$ cat src/rtl/nntc_pkg.sv
`timescale 1ns / 1ps
`default_nettype none

package nntc_pkg;

   // Default for the largest vertex count the matrix can hold.
   localparam int MaxVerticesDef = 16;

   // Fixed field widths of the streams.
   localparam int FieldW   = 5;
   localparam int CostW    = 10;
   localparam int SumW     = 16;
   localparam int VcW      = 5;
   localparam int ReqDataW = 32;
   localparam int RspDataW = 16;

   // A cost at or above this value is never taken as a step.
   localparam logic [CostW-1:0] NoEdge = 10'd999;

   // Vertex count after reset.
   localparam logic [VcW-1:0] VertexCountRst = 5'd4;

   // Command codes carried in the request tuser.
   localparam logic CmdLoad = 1'b0;
   localparam logic CmdRun  = 1'b1;

   // Operations of the shared compare and add unit.
   typedef enum logic [2:0] {
      OP_IDLE,
      OP_INIT,
      OP_CMP,
      OP_ADD_BEST,
      OP_ADD_DATA
   } step_op_type;

   // Sequencer to step unit.
   typedef struct packed {
      step_op_type op;
      logic        cand_free;
   } step_ctrl_type;

   // Step unit back to sequencer.
   typedef struct packed {
      logic            found;
      logic [SumW-1:0] sum;
   } step_sts_type;

endpackage

`default_nettype wire

$ cat src/rtl/nntc_cost_ram.sv
`timescale 1ns / 1ps
`default_nettype none

module nntc_cost_ram
   import nntc_pkg::*;
#(
   parameter int AddrW = 8
) (
   input  wire logic             clock,
   input  wire logic             wr_en,
   input  wire logic [AddrW-1:0] wr_addr,
   input  wire logic [CostW-1:0] wr_data,
   input  wire logic             rd_en,
   input  wire logic [AddrW-1:0] rd_addr,
   output logic      [CostW-1:0] rd_data
);

   localparam int Depth = 2 ** AddrW;

   logic [CostW-1:0] mem_ff [Depth];
   logic [CostW-1:0] rd_data_ff;

   // One write port and one registered read port; contents are undefined until written.
   always_ff @(posedge clock) begin
      if (wr_en) begin
         mem_ff[wr_addr] <= wr_data;
      end
      if (rd_en) begin
         rd_data_ff <= mem_ff[rd_addr];
      end
   end

   assign rd_data = rd_data_ff;

endmodule

`default_nettype wire

$ cat src/rtl/nntc_step_unit.sv
`timescale 1ns / 1ps
`default_nettype none

module nntc_step_unit
   import nntc_pkg::*;
#(
   parameter int IdxW = 4
) (
   input  wire logic          clock,
   input  wire logic          reset,
   input  wire step_ctrl_type ctrl,
   input  wire logic [IdxW-1:0]  cand_idx,
   input  wire logic [CostW-1:0] rd_data,
   output step_sts_type       sts,
   output logic [IdxW-1:0]    pick
);

   logic [CostW-1:0] best_ff, best_in;
   logic [IdxW-1:0]  pick_ff, pick_in;
   logic             found_ff, found_in;
   logic [SumW-1:0]  sum_ff, sum_in;

   logic             better;
   logic [CostW-1:0] addend;
   logic [SumW:0]    sum_wide;
   logic [SumW-1:0]  sum_sat;

   // Candidate test: unvisited, a real edge, and strictly cheaper than the best so far.
   assign better = ctrl.cand_free && (rd_data != '0) && (rd_data < best_ff);

   // The one adder, saturating at the top of the sum range.
   assign addend   = (ctrl.op == OP_ADD_BEST) ? best_ff : rd_data;
   assign sum_wide = {1'b0, sum_ff} + (SumW + 1)'(addend);
   assign sum_sat  = sum_wide[SumW] ? '1 : sum_wide[SumW-1:0];

   always_comb begin
      best_in  = best_ff;
      pick_in  = pick_ff;
      found_in = found_ff;
      sum_in   = sum_ff;
      unique case (ctrl.op)
         OP_IDLE: begin
         end
         OP_INIT: begin
            sum_in   = '0;
            best_in  = NoEdge;
            found_in = 1'b0;
         end
         OP_CMP: begin
            if (better) begin
               best_in  = rd_data;
               pick_in  = cand_idx;
               found_in = 1'b1;
            end
         end
         OP_ADD_BEST: begin
            // Take the chosen edge and prime the search for the next step.
            sum_in   = sum_sat;
            best_in  = NoEdge;
            found_in = 1'b0;
         end
         OP_ADD_DATA: begin
            sum_in = sum_sat;
         end
         default: begin
         end
      endcase
   end

   always_ff @(posedge clock) begin
      if (reset) begin
         found_ff <= 1'b0;
         sum_ff   <= '0;
      end else begin
         found_ff <= found_in;
         sum_ff   <= sum_in;
      end
      best_ff <= best_in;
      pick_ff <= pick_in;
   end

   assign sts.found = found_ff;
   assign sts.sum   = sum_ff;
   assign pick      = pick_ff;

endmodule

`default_nettype wire

$ cat src/rtl/nearest_neighbor_tsp_tour_cost.sv
`timescale 1ns / 1ps
`default_nettype none

// Channel   Direction  tdata                                     tuser
// req_      in         row[4:0] col[9:5] cost[19:10] start[24:20] cmd
// rsp_      out        tour_cost[15:0]                           stuck
// csr_      in         vertex_count write, no read-back          -
//
// A load beat is accepted only in idle. A run is paced by the single read port of the
// cost matrix, which is scanned one entry a cycle along the current row for each step.
// Reset clears the sequencer, visited marks and running sum; the cost matrix is
// undefined until loaded. A result waits in the output register; loads are still
// taken meanwhile, and a following run holds its own result until the register frees.

module nearest_neighbor_tsp_tour_cost
   import nntc_pkg::*;
#(
   parameter int MAX_VERTICES = MaxVerticesDef
) (
   input  wire logic                clock,
   input  wire logic                reset,
   // Request stream
   input  wire logic                req_tvalid,
   output logic                     req_tready,
   input  wire logic [ReqDataW-1:0] req_tdata,   // row, col, cost, start_vertex
   input  wire logic                req_tuser,   // cmd
   // Result stream
   output logic                     rsp_tvalid,
   input  wire logic                rsp_tready,
   output logic      [RspDataW-1:0] rsp_tdata,   // tour_cost
   output logic                     rsp_tuser,   // stuck
   // Configuration
   input  wire logic                csr_we,
   input  wire logic [VcW-1:0]      csr_wdata
);

   localparam int IdxW  = $clog2(MAX_VERTICES);
   localparam int CntW  = $clog2(MAX_VERTICES + 1);
   localparam int AddrW = 2 * IdxW;

   typedef enum logic [6:0] {
      ST_IDLE    = 7'b0000001,
      ST_SCAN    = 7'b0000010,
      ST_LAST    = 7'b0000100,
      ST_MOVE    = 7'b0001000,
      ST_RET_RD  = 7'b0010000,
      ST_RET_ADD = 7'b0100000,
      ST_EMIT    = 7'b1000000
   } state_type;

   state_type             state_ff, state_in;
   logic [VcW-1:0]        vertex_count_ff, vertex_count_in;
   logic [MAX_VERTICES-1:0] visited_ff, visited_in;
   logic [IdxW-1:0]       cur_ff, cur_in;
   logic [IdxW-1:0]       home_ff, home_in;
   logic [IdxW-1:0]       j_ff, j_in;
   logic [IdxW-1:0]       jd_ff, jd_in;
   logic                  rdv_ff, rdv_in;
   logic [CntW-1:0]       steps_ff, steps_in;
   logic                  stuck_ff, stuck_in;
   logic                  rsp_valid_ff, rsp_valid_in;
   logic [SumW-1:0]       rsp_cost_ff, rsp_cost_in;
   logic                  rsp_stuck_ff, rsp_stuck_in;

   logic [FieldW-1:0] req_row, req_col, req_start;
   logic [CostW-1:0]  req_cost;
   logic              req_fire;
   logic              load_ok, start_ok;
   logic [CntW-1:0]   n_used, n_last;
   logic [IdxW-1:0]   home_idx;

   logic              wr_en, rd_en;
   logic [AddrW-1:0]  wr_addr, rd_addr;
   logic [CostW-1:0]  rd_data;

   step_ctrl_type     ctrl;
   step_sts_type      sts;
   logic [IdxW-1:0]   pick;

   // Unpack the request beat.
   assign req_row   = req_tdata[4:0];
   assign req_col   = req_tdata[9:5];
   assign req_cost  = req_tdata[19:10];
   assign req_start = req_tdata[24:20];

   assign req_tready = (state_ff == ST_IDLE);
   assign req_fire   = req_tvalid && req_tready;

   // Vertex count saturated into the supported range.
   always_comb begin
      if (vertex_count_ff < 5'd2) begin
         n_used = CntW'(2);
      end else if (32'(vertex_count_ff) > MAX_VERTICES) begin
         n_used = CntW'(MAX_VERTICES);
      end else begin
         n_used = CntW'(vertex_count_ff);
      end
   end
   assign n_last = n_used - CntW'(1);

   assign load_ok  = (req_row != '0) && (32'(req_row) <= MAX_VERTICES) &&
                     (req_col != '0) && (32'(req_col) <= MAX_VERTICES);
   assign start_ok = (req_start != '0) && (32'(req_start) <= 32'(n_used));
   assign home_idx = IdxW'(req_start - 5'd1);

   // Matrix access: loads write in idle, the scan and the return edge read.
   assign wr_en   = req_fire && (req_tuser == CmdLoad) && load_ok;
   assign wr_addr = {IdxW'(req_row - 5'd1), IdxW'(req_col - 5'd1)};
   assign rd_en   = (state_ff == ST_SCAN) || (state_ff == ST_RET_RD);
   assign rd_addr = (state_ff == ST_SCAN) ? {cur_ff, j_ff} : {cur_ff, home_ff};

   nntc_cost_ram #(
      .AddrW (AddrW)
   ) u_cost_ram (
      .clock   (clock),
      .wr_en   (wr_en),
      .wr_addr (wr_addr),
      .wr_data (req_cost),
      .rd_en   (rd_en),
      .rd_addr (rd_addr),
      .rd_data (rd_data)
   );

   // Operation for the shared unit in this cycle.
   always_comb begin
      ctrl.op        = OP_IDLE;
      ctrl.cand_free = !visited_ff[jd_ff];
      priority if (req_fire && (req_tuser == CmdRun)) begin
         ctrl.op = OP_INIT;
      end else if (rdv_ff) begin
         ctrl.op = OP_CMP;
      end else if ((state_ff == ST_MOVE) && sts.found) begin
         ctrl.op = OP_ADD_BEST;
      end else if (state_ff == ST_RET_ADD) begin
         ctrl.op = OP_ADD_DATA;
      end
   end

   nntc_step_unit #(
      .IdxW (IdxW)
   ) u_step_unit (
      .clock    (clock),
      .reset    (reset),
      .ctrl     (ctrl),
      .cand_idx (jd_ff),
      .rd_data  (rd_data),
      .sts      (sts),
      .pick     (pick)
   );

   // Sequencer.
   always_comb begin
      state_in        = state_ff;
      vertex_count_in = csr_we ? csr_wdata : vertex_count_ff;
      visited_in      = visited_ff;
      cur_in          = cur_ff;
      home_in         = home_ff;
      j_in            = j_ff;
      jd_in           = jd_ff;
      rdv_in          = 1'b0;
      steps_in        = steps_ff;
      stuck_in        = stuck_ff;
      rsp_valid_in    = rsp_valid_ff && !rsp_tready;
      rsp_cost_in     = rsp_cost_ff;
      rsp_stuck_in    = rsp_stuck_ff;
      unique case (state_ff)
         ST_IDLE: begin
            if (req_fire && (req_tuser == CmdRun)) begin
               if (start_ok) begin
                  visited_in           = '0;
                  visited_in[home_idx] = 1'b1;
                  cur_in               = home_idx;
                  home_in              = home_idx;
                  j_in                 = '0;
                  steps_in             = '0;
                  stuck_in             = 1'b0;
                  state_in             = ST_SCAN;
               end else begin
                  stuck_in = 1'b1;
                  state_in = ST_EMIT;
               end
            end
         end
         ST_SCAN: begin
            // Issue one row entry a cycle; its data is compared in the following cycle.
            rdv_in = 1'b1;
            jd_in  = j_ff;
            if (CntW'(j_ff) == n_last) begin
               state_in = ST_LAST;
            end else begin
               j_in = j_ff + IdxW'(1);
            end
         end
         ST_LAST: begin
            state_in = ST_MOVE;
         end
         ST_MOVE: begin
            if (!sts.found) begin
               stuck_in = 1'b1;
               state_in = ST_EMIT;
            end else begin
               visited_in[pick] = 1'b1;
               cur_in           = pick;
               steps_in         = steps_ff + CntW'(1);
               j_in             = '0;
               if (steps_ff + CntW'(1) == n_last) begin
                  state_in = ST_RET_RD;
               end else begin
                  state_in = ST_SCAN;
               end
            end
         end
         ST_RET_RD: begin
            state_in = ST_RET_ADD;
         end
         ST_RET_ADD: begin
            state_in = ST_EMIT;
         end
         ST_EMIT: begin
            if (!rsp_valid_ff || rsp_tready) begin
               rsp_valid_in = 1'b1;
               rsp_cost_in  = sts.sum;
               rsp_stuck_in = stuck_ff;
               state_in     = ST_IDLE;
            end
         end
         default: begin
            state_in = ST_IDLE;
         end
      endcase
   end

   always_ff @(posedge clock) begin
      if (reset) begin
         state_ff        <= ST_IDLE;
         vertex_count_ff <= VertexCountRst;
         visited_ff      <= '0;
         cur_ff          <= '0;
         j_ff            <= '0;
         rdv_ff          <= 1'b0;
         steps_ff        <= '0;
         stuck_ff        <= 1'b0;
         rsp_valid_ff    <= 1'b0;
      end else begin
         state_ff        <= state_in;
         vertex_count_ff <= vertex_count_in;
         visited_ff      <= visited_in;
         cur_ff          <= cur_in;
         j_ff            <= j_in;
         rdv_ff          <= rdv_in;
         steps_ff        <= steps_in;
         stuck_ff        <= stuck_in;
         rsp_valid_ff    <= rsp_valid_in;
      end
      home_ff      <= home_in;
      jd_ff        <= jd_in;
      rsp_cost_ff  <= rsp_cost_in;
      rsp_stuck_ff <= rsp_stuck_in;
   end

   assign rsp_tvalid = rsp_valid_ff;
   assign rsp_tdata  = rsp_cost_ff;
   assign rsp_tuser  = rsp_stuck_ff;

   // The start vertex stays marked for the whole tour.
   a_home_marked : assert property (@(posedge clock) disable iff (reset)
      (state_ff == ST_SCAN) |-> visited_ff[home_ff])
      else $error("start vertex lost its visited mark");

   // One mark per completed step plus the start vertex.
   a_mark_count : assert property (@(posedge clock) disable iff (reset)
      (state_ff == ST_SCAN) |-> ($countones(visited_ff) == int'(steps_ff) + 1))
      else $error("visited marks disagree with step count");

   // A chosen vertex was never visited before.
   a_pick_fresh : assert property (@(posedge clock) disable iff (reset)
      ((state_ff == ST_MOVE) && sts.found) |-> !visited_ff[pick])
      else $error("step picked a visited vertex");

   // A result only appears from the emit state.
   a_emit_source : assert property (@(posedge clock) disable iff (reset)
      $rose(rsp_valid_ff) |-> ($past(state_ff) == ST_EMIT))
      else $error("result raised outside emit state");

endmodule

`default_nettype wire
$ cat config.mk
export PLATFORM = sky130hd
export DESIGN_NAME = nearest_neighbor_tsp_tour_cost
export DESIGN_NICKNAME = d
export VERILOG_FILES = /design/src/rtl/nntc_pkg.sv /design/src/rtl/nntc_cost_ram.sv /design/src/rtl/nntc_step_unit.sv /design/src/rtl/nearest_neighbor_tsp_tour_cost.sv
export SDC_FILE = /design/constraint.sdc
export NUM_CORES = 2
export LEC_CHECK = 0
export BUFFER_PORTS_ARGS = -buffer_cell sky130_fd_sc_hd__buf_2
export CORE_MARGIN = 3
export CORE_UTILIZATION = 50
export CTS_CLUSTER_SIZE = 20
export DETAILED_ROUTE_END_ITERATION = 16
export PLACE_DENSITY = 0.64
export RECOVER_POWER = 25
export SLEW_MARGIN = 15
export SYNTH_ARGS = -nofsm -noshare
export SYNTH_HDL_FRONTEND = slang
export SYNTH_SLANG_ARGS = --single-unit
$ cat constraint.sdc
create_clock -name clock -period 5.85 [get_ports clock]
set_input_delay 0.2925 -clock clock [delete_from_list [all_inputs] [get_ports clock]]
set_output_delay 0.2925 -clock clock [all_outputs]
set_load 0.02 [all_outputs]
* Yosys cells after proc, flatten, opt, wreduce, memory -nomap -nowiden
Memories as Yosys holds them, arrays and structs flattened. A register that Yosys moved wholly into a read port is not among the register bits.
Index checks and enable logic that the tools add are counted.
** Storage, ports and cells
- Memories kept :: 1
- Word-level logic and storage cells :: 149
- Input bits :: 43
- Register bits :: 100
- Memory bits (writable) :: 2560
** Memories
- u_cost_ram.mem_ff :: words 256, bits a word 10, rd ports 1, clocked after memory_dff 1, write ports 1, RTL line nntc_cost_ram.sv:20 : logic [CostW-1:0] mem_ff [Depth];
** Operators by class
- Add/sub/neg operators :: 7
- Reduce and logical (&&, ||, !) cells :: 37
- Equal/unequal tests :: 21
- $lt $le $gt $ge :: 11
- Mux-type cells :: 53
- Bitwise operators :: 2
** Operators by type and width (count)
- $mux W16 :: 4
- $pmux W16 S2 :: 2
- $pmux W7 S7 :: 1
- $mux W7 :: 5
- $mux W4 :: 8
- $mux W5 :: 6
- $mux W10 :: 2
- $pmux W10 S2 :: 1
- $add A16 B10 Y17 :: 1
- $or A16 B16 Y16 :: 1
- $lt A4 B5 Y1 const B :: 3
- $reduce_bool A5 Y1 :: 3
- $logic_and A1 B1 Y1 :: 14
- $mux W1 :: 12
- $mux W3 :: 4
- $pmux W4 S3 :: 1
- $sub A4 B1 Y4 const B :: 3
- $le A5 B5 Y1 const B :: 2
- $lt A10 B10 Y1 :: 1
- $ne A2 B1 Y1 const B :: 5
- $pmux W5 S2 :: 1
- $reduce_bool A10 Y1 :: 1
- $reduce_and A3 Y1 :: 3
- $demux W1 S4 :: 2
- 32 further kinds :: 45

* Logic depth before layout (Yosys ltp)
- Word-level depth :: 10
- Mapped depth :: 21

* By module
Synthesis repeated with hierarchy kept, for this count alone.
** Unflattened totals
- Cell total of the unflattened synthesis :: 5284
- Area, all modules :: 105368.6 um^2
** Modules (own cells, without submodules)
- nntc_cost_ram :: cells an instance 4642, area an instance 99354.0 um^2, instances 1
- nearest_neighbor_tsp_tour_cost :: cells an instance 391, area an instance 3793.6 um^2, instances 1
- nntc_step_unit :: cells an instance 251, area an instance 2220.9 um^2, instances 1

* Least setup slack after synthesis
Ideal clock, no wire load.
- Kind :: flip-flop to flip-flop
- Start point :: reg state_ff[0]
- End point :: reg u_step_unit.sum_ff[13]
- Slack :: 1749 ps
- Library setup time :: 71 ps
- Clock period less this slack :: 4101 ps
- Path buffers :: 2
- Cell stages (with the launch flop) :: 22
- Arrival time :: 4030 ps
- Data required time :: 5779 ps
- Cells stage by stage :: dfxtp_1 -> nor3_1 -> nand2_1 -> nor3b_1 -> nand2_1 -> nor2_1 -> clkbuf_1 -> nand2_1 -> nand2_1 -> ha_1 -> inv_1 -> fa_1 -> nor2b_1 -> o21ai_0 -> a21boi_0 -> o21ai_0 -> a21oi_1 -> o21ai_0 -> a21oi_1 -> clkbuf_1 -> o21ai_0 -> a21oi_1
** On the way
- Cells in the longest elaborated chain, start to end :: 10
- Elaborated cells on any way between the ends :: 19
- Classes of those cells :: add/sub (1); eq/ne (6); mux (7); reduce/logical (5)
** RTL lines
- start, declared :: RTL line nearest_neighbor_tsp_tour_cost.sv:51 : state_type state_ff, state_in;
- start signal, assigned :: RTL line nearest_neighbor_tsp_tour_cost.sv:245 : state_ff <= state_in;
- $eq A7 B6 Y1 / $eq A7 B4 Y1 (equally long branches) :: RTL line nearest_neighbor_tsp_tour_cost.sv:134, nearest_neighbor_tsp_tour_cost.sv:132
- $mux W3 / $logic_and A1 B1 Y1 (equally long branches) :: RTL line nearest_neighbor_tsp_tour_cost.sv:134, nearest_neighbor_tsp_tour_cost.sv:132
- $mux W3 :: RTL line nearest_neighbor_tsp_tour_cost.sv:132 : end else if ((state_ff == ST_MOVE) && sts.found) begin
- $mux W3 :: RTL line nearest_neighbor_tsp_tour_cost.sv:130 : end else if (rdv_ff) begin
- $mux W3 * :: RTL line nearest_neighbor_tsp_tour_cost.sv:128 : priority if (req_fire && (req_tuser == CmdRun)) begin
- $eq A3 B2 Y1 :: RTL line nntc_step_unit.sv:32, nntc_step_unit.sv:41
- $mux W10 :: RTL line nntc_step_unit.sv:32 : assign addend = (ctrl.op == OP_ADD_BEST) ? best_ff : rd_data;
- $add A16 B10 Y17 :: RTL line nntc_step_unit.sv:33 : assign sum_wide = {1'b0, sum_ff} + (SumW + 1)'(addend);
- $mux W16 :: RTL line nntc_step_unit.sv:34 : assign sum_sat = sum_wide[SumW] ? '1 : sum_wide[SumW-1:0];
- $pmux W16 S2 :: RTL line nntc_step_unit.sv:41 : unique case (ctrl.op)
- end signal, assigned :: RTL line nntc_step_unit.sv:76 : sum_ff <= sum_in;
- end, declared :: RTL line nntc_step_unit.sv:21 : logic [SumW-1:0] sum_ff, sum_in;
Mark *: on every way between the ends. The rest lies on a longest branch, timed or not.
A chain may end at the register's enable or synchronous reset.

* Worst setup path in the final report
- Start point :: reg state_ff[6]
- End point :: reg u_cost_ram.rd_data_ff[3] (netlist: u_cost_ram.rd_data[3]), read port of u_cost_ram.mem_ff (data pin)
** On the way
- Cells in the longest elaborated chain, start to end :: 2
- Elaborated cells on any way between the ends :: 4
- Classes of those cells :: eq/ne (2); mux (1); reduce/logical (1)
** RTL lines
- $eq A7 B2 Y1 / $eq A7 B5 Y1 (equally long branches) :: RTL line nearest_neighbor_tsp_tour_cost.sv:109, nearest_neighbor_tsp_tour_cost.sv:110
- $mux W4 / $logic_or A1 B1 Y1 (equally long branches) :: RTL line nearest_neighbor_tsp_tour_cost.sv:110, nearest_neighbor_tsp_tour_cost.sv:109
- end, declared :: RTL line nntc_cost_ram.sv:21 : logic [CostW-1:0] rd_data_ff;
Parallel ways exist; a longest one is shown, timed or not.

==> results.py <==
metrics = {
    "placement": {
        "hpwl_um": 152000,
        "dp.cells": 8728,
        "place_congestion": 0.826,
        "io_buffers": 54,
    },
    "global_routing": {
        "grt_usage": 0.238,
        "grt_overflow": 0,
        "grt_pass1_wl_um": 377000,
        "grt_pass1_vias": 54868,
        "grt_max_degree": 188,
        "antenna_found_initial": 15,
    },
    "routing": {
        "route.vias.total": 55753,
        "vias_per_cell": 6.04,
        "routed_wl_um": 258000,
        "dr.pass1.iters": 5,
        "wl_per_cell_um": 27.9,
        "drtIter0Drc": 6309,
        "drtAntennaViolNets": 0,
        "drcViolationCount": 0,
    },
    "layout": {
        "layout.nets": 6330,
        "synthToLayoutAreaGrowth_pct": 14.0,
        "layout_commonest_cell": "edfxtp_1",
        "final_cells": 9234,
        "layout-drive-gt1-share": 0.188,
        "final_cell_mix": "2609 x edfxtp_1, 485 x mux2i_1, 395 x nand2_1, 379 x buf_4, 341 x mux4_2",
    },
    "sta": {
        "clock_skew_ps": 48.5,
        "period_needed_ps": 5380,
        "slew_headroom": -2.66,
        "fmax_mhz": 186,
        "rsz0062_at_grt": "no",
        "worstMarginPinSlew_ps": 5480,
        "hold_viol": 0,
        "setup_viol": 0,
        "post-route-period-util": 0.919,
        "drv_slew": 1320,
        "setup_tns_ps": 0,
    },
    "die": {
        "initial_utilization": 0.504,
        "ioPinCount": 62,
        "die_h_um": 463,
        "core-area_um2": 207000,
        "rows": 167,
        "die-area_um2": 215000,
        "die-width_um": 463,
    },
    "critical_path": {
        "rr_startpoint": "state_ff[6]",
        "r2r_end": "u_cost_ram.rd_data[3]",
        "r2r_slack_ps": 470,
        "worstPathArrival_ps": 6040,
        "cpMostUsedCell": "buf_4",
        "criticalPathCategory": "register to register",
        "worstPathRequired_ps": 6510,
        "r2r_cells": 12,
        "cp-endpoint": "u_cost_ram.rd_data[3]",
        "crit_path_end_kind": "register",
        "worstPathMaxFanout": 20,
        "startpoint": "state_ff[6]",
        "cp_slowest_cell": "mux2i_4",
        "path_cells": "nor4b_4 > buf_4 > nand2_2 > mux2i_4 > buf_4 > buf_4 > mux2i_1 > o22ai_1 > nor4_1 > a21oi_1 > mux4_2 > mux2_2",
        "slowest_delay_ps": 880,
        "start_kind": "register",
    },
    "synthesis": {
        "syn_area_um2": 105000,
        "synth_cells": 5815,
        "yosys.area.top_type": "edfxtp_1",
        "synth-edff-count": 2609,
        "ys_types": 67,
        "synth.top_cell.area_share": 0.749,
        "synth-main-ff-cell": "edfxtp_1",
        "synth-seq-cells": 2670,
        "syn-num-nets": 5892,
        "synth.area.top_cells": "edfxtp_1 75%, mux4_2 7.3%, mux2i_1 4.7%, a21oi_1 1.5%, nand2_1 1.5%",
        "synthArstFlopShare": 0,
        "avgSynthCellArea_um2": 18.0,
        "ys_seq_area_frac": 0.761,
        "yosys_warnings": 0,
    },
    "clock_network": {
        "cts_buffers": 283,
        "clk_pin_slew_ps": 60,
        "root_buffer": "clkbuf_16",
        "cts_tree": "yes",
        "cts_max_path_buffers": 4,
        "cts_hold_buf": 28,
        "post_cts_resized": 0,
        "clock_latency_ps": 930,
        "htreeDepth": 5,
        "cts.sinks": 2670,
        "cts_setup_buffers": 0,
    },
    "min_path": {
        "min_path_cells": 3,
        "hold_path_class": "primary input to register",
    },
    "job": {
        "drv_cap": 12,
    },
    "power_and_ir_drop": {
        "powerDensity_nw_per_um2": 350,
        "ir_worst_vdd_mv": 0.333,
        "p_leak_nw": 39.4,
    },
    "status": {
        "violations": "capacitance limit, slew limit",
        "status": "finished, violations left",
    },
}
## flip-flops by register name (all words and copies together), names as in the netlist, 5 cells and up
register             count
u_cost_ram.rd_data      10
rsp_tdata               16
visited_ff              16
state_ff                 7
u_cost_ram.mem_ff     2560
steps_ff                 5
vertex_count_ff          5
u_step_unit.best_ff     10
u_step_unit.sum_ff      16
## stage by stage
step | instance area, um2 | setup WS, ps | hold slack (ps) | power, W | util
after global placement | 111000 | 578 | 452 | 0.0252 | 0.533
after global routing | 119000 | 106 | 58.7 | 0.0430 | 0.575
final | 119000 | 473 | 79.6 | 0.0418 | 0.575
after floorplan | 105000 | 1750 | 391 | 0.0236 | -
after detailed placement | 111000 | 552 | 471 | 0.0253 | 0.533
after CTS | 119000 | 580 | 12.9 | 0.0420 | 0.575
## worst max-delay path: cells and delay by family (launching register included)
kind	cells	cell delay (ps)
AOI/OAI and AO/OA	2	410
buffers and inverters	3	1140
DFF	1	360
muxes	4	2040
and+or+nand+nor	3	1130
## final cells by class
type / count / area [um2]
antenna: 4 / 10.0
clock buffer: 361 / 7500
tap: 2788 / 3490
multi-input combinational: 2751 / 23300
timing repair buffer: 502 / 4180
clock inverter: 113 / 1010
fill: 15224 / 88300
sequential: 2670 / 79600
inverter: 45 / 171
## cell usage after synthesis, types with 3 or more instances
cell / number
a211oi_1: 15
a21o_1: 9
a21oi_1: 307
a22o_1: 81
a22oi_1: 80
a311oi_1: 3
a31oi_1: 4
a41oi_2: 3
and3_1: 6
buf_1: 18
buf_2: 100
buf_4: 22
buf_6: 25
clkbuf_1: 184
dfxtp_1: 61
edfxtp_1: 2609
ha_1: 33
inv_1: 43
mux2_2: 10
mux2i_1: 487
mux4_2: 341
nand2_1: 407
nand2b_1: 19
nand3_1: 25
nand3b_1: 7
nand4_1: 6
nand4b_1: 4
nor2_1: 300
nor2b_1: 12
nor3_1: 34
nor3b_1: 3
nor4_1: 161
o211ai_1: 4
o21a_1: 5
o21ai_0: 56
o221ai_1: 3
o22a_1: 3
o22ai_1: 243
o311ai_0: 3
o31ai_1: 3
or2_2: 7
or3_1: 13
xnor2_1: 13
xor2_1: 11
## layer usage
layer	wire length, um	global-route usage
met5	25	0
met4	8310	0.0769
met3	20800	0.0431
met2	122000	0.374
met1	107000	0.341
## worst min-delay path by stage
stage	from	endpoint
floorplan	req_tdata[10]	u_cost_ram.mem_ff[0][0]
global placement	steps_ff[4]	steps_ff[4]
detailed placement	u_step_unit.sum_ff[14]	rsp_tdata[14]
CTS	req_tvalid	u_step_unit.best_ff[4]
global route	req_tvalid	u_step_unit.best_ff[4]
finish	req_tvalid	u_step_unit.best_ff[4]
## report_power, final
group	internal [W]	leakage, nW	switching (W)	total (W)
Clock	0.00984	4.14	0.00697	0.0168
Combinational	0.00135	11.3	0.00239	0.00374
Sequential	0.0211	23.9	0.0000894	0.0212
Total	0.0323	39.4	0.00945	0.0418
## kinds of logic after synthesis
logic type | after synthesis | share of synthesized area
compound gates | 839 | 0.0502
xor+xnor | 24 | 0.00201
fa+ha+maj | 34 | 0.00414
buf+inv | 394 | 0.0179
flops | 2670 | 0.761
mux | 838 | 0.121
simple gates | 1016 | 0.0437
(Power assumes the default switching activity.)
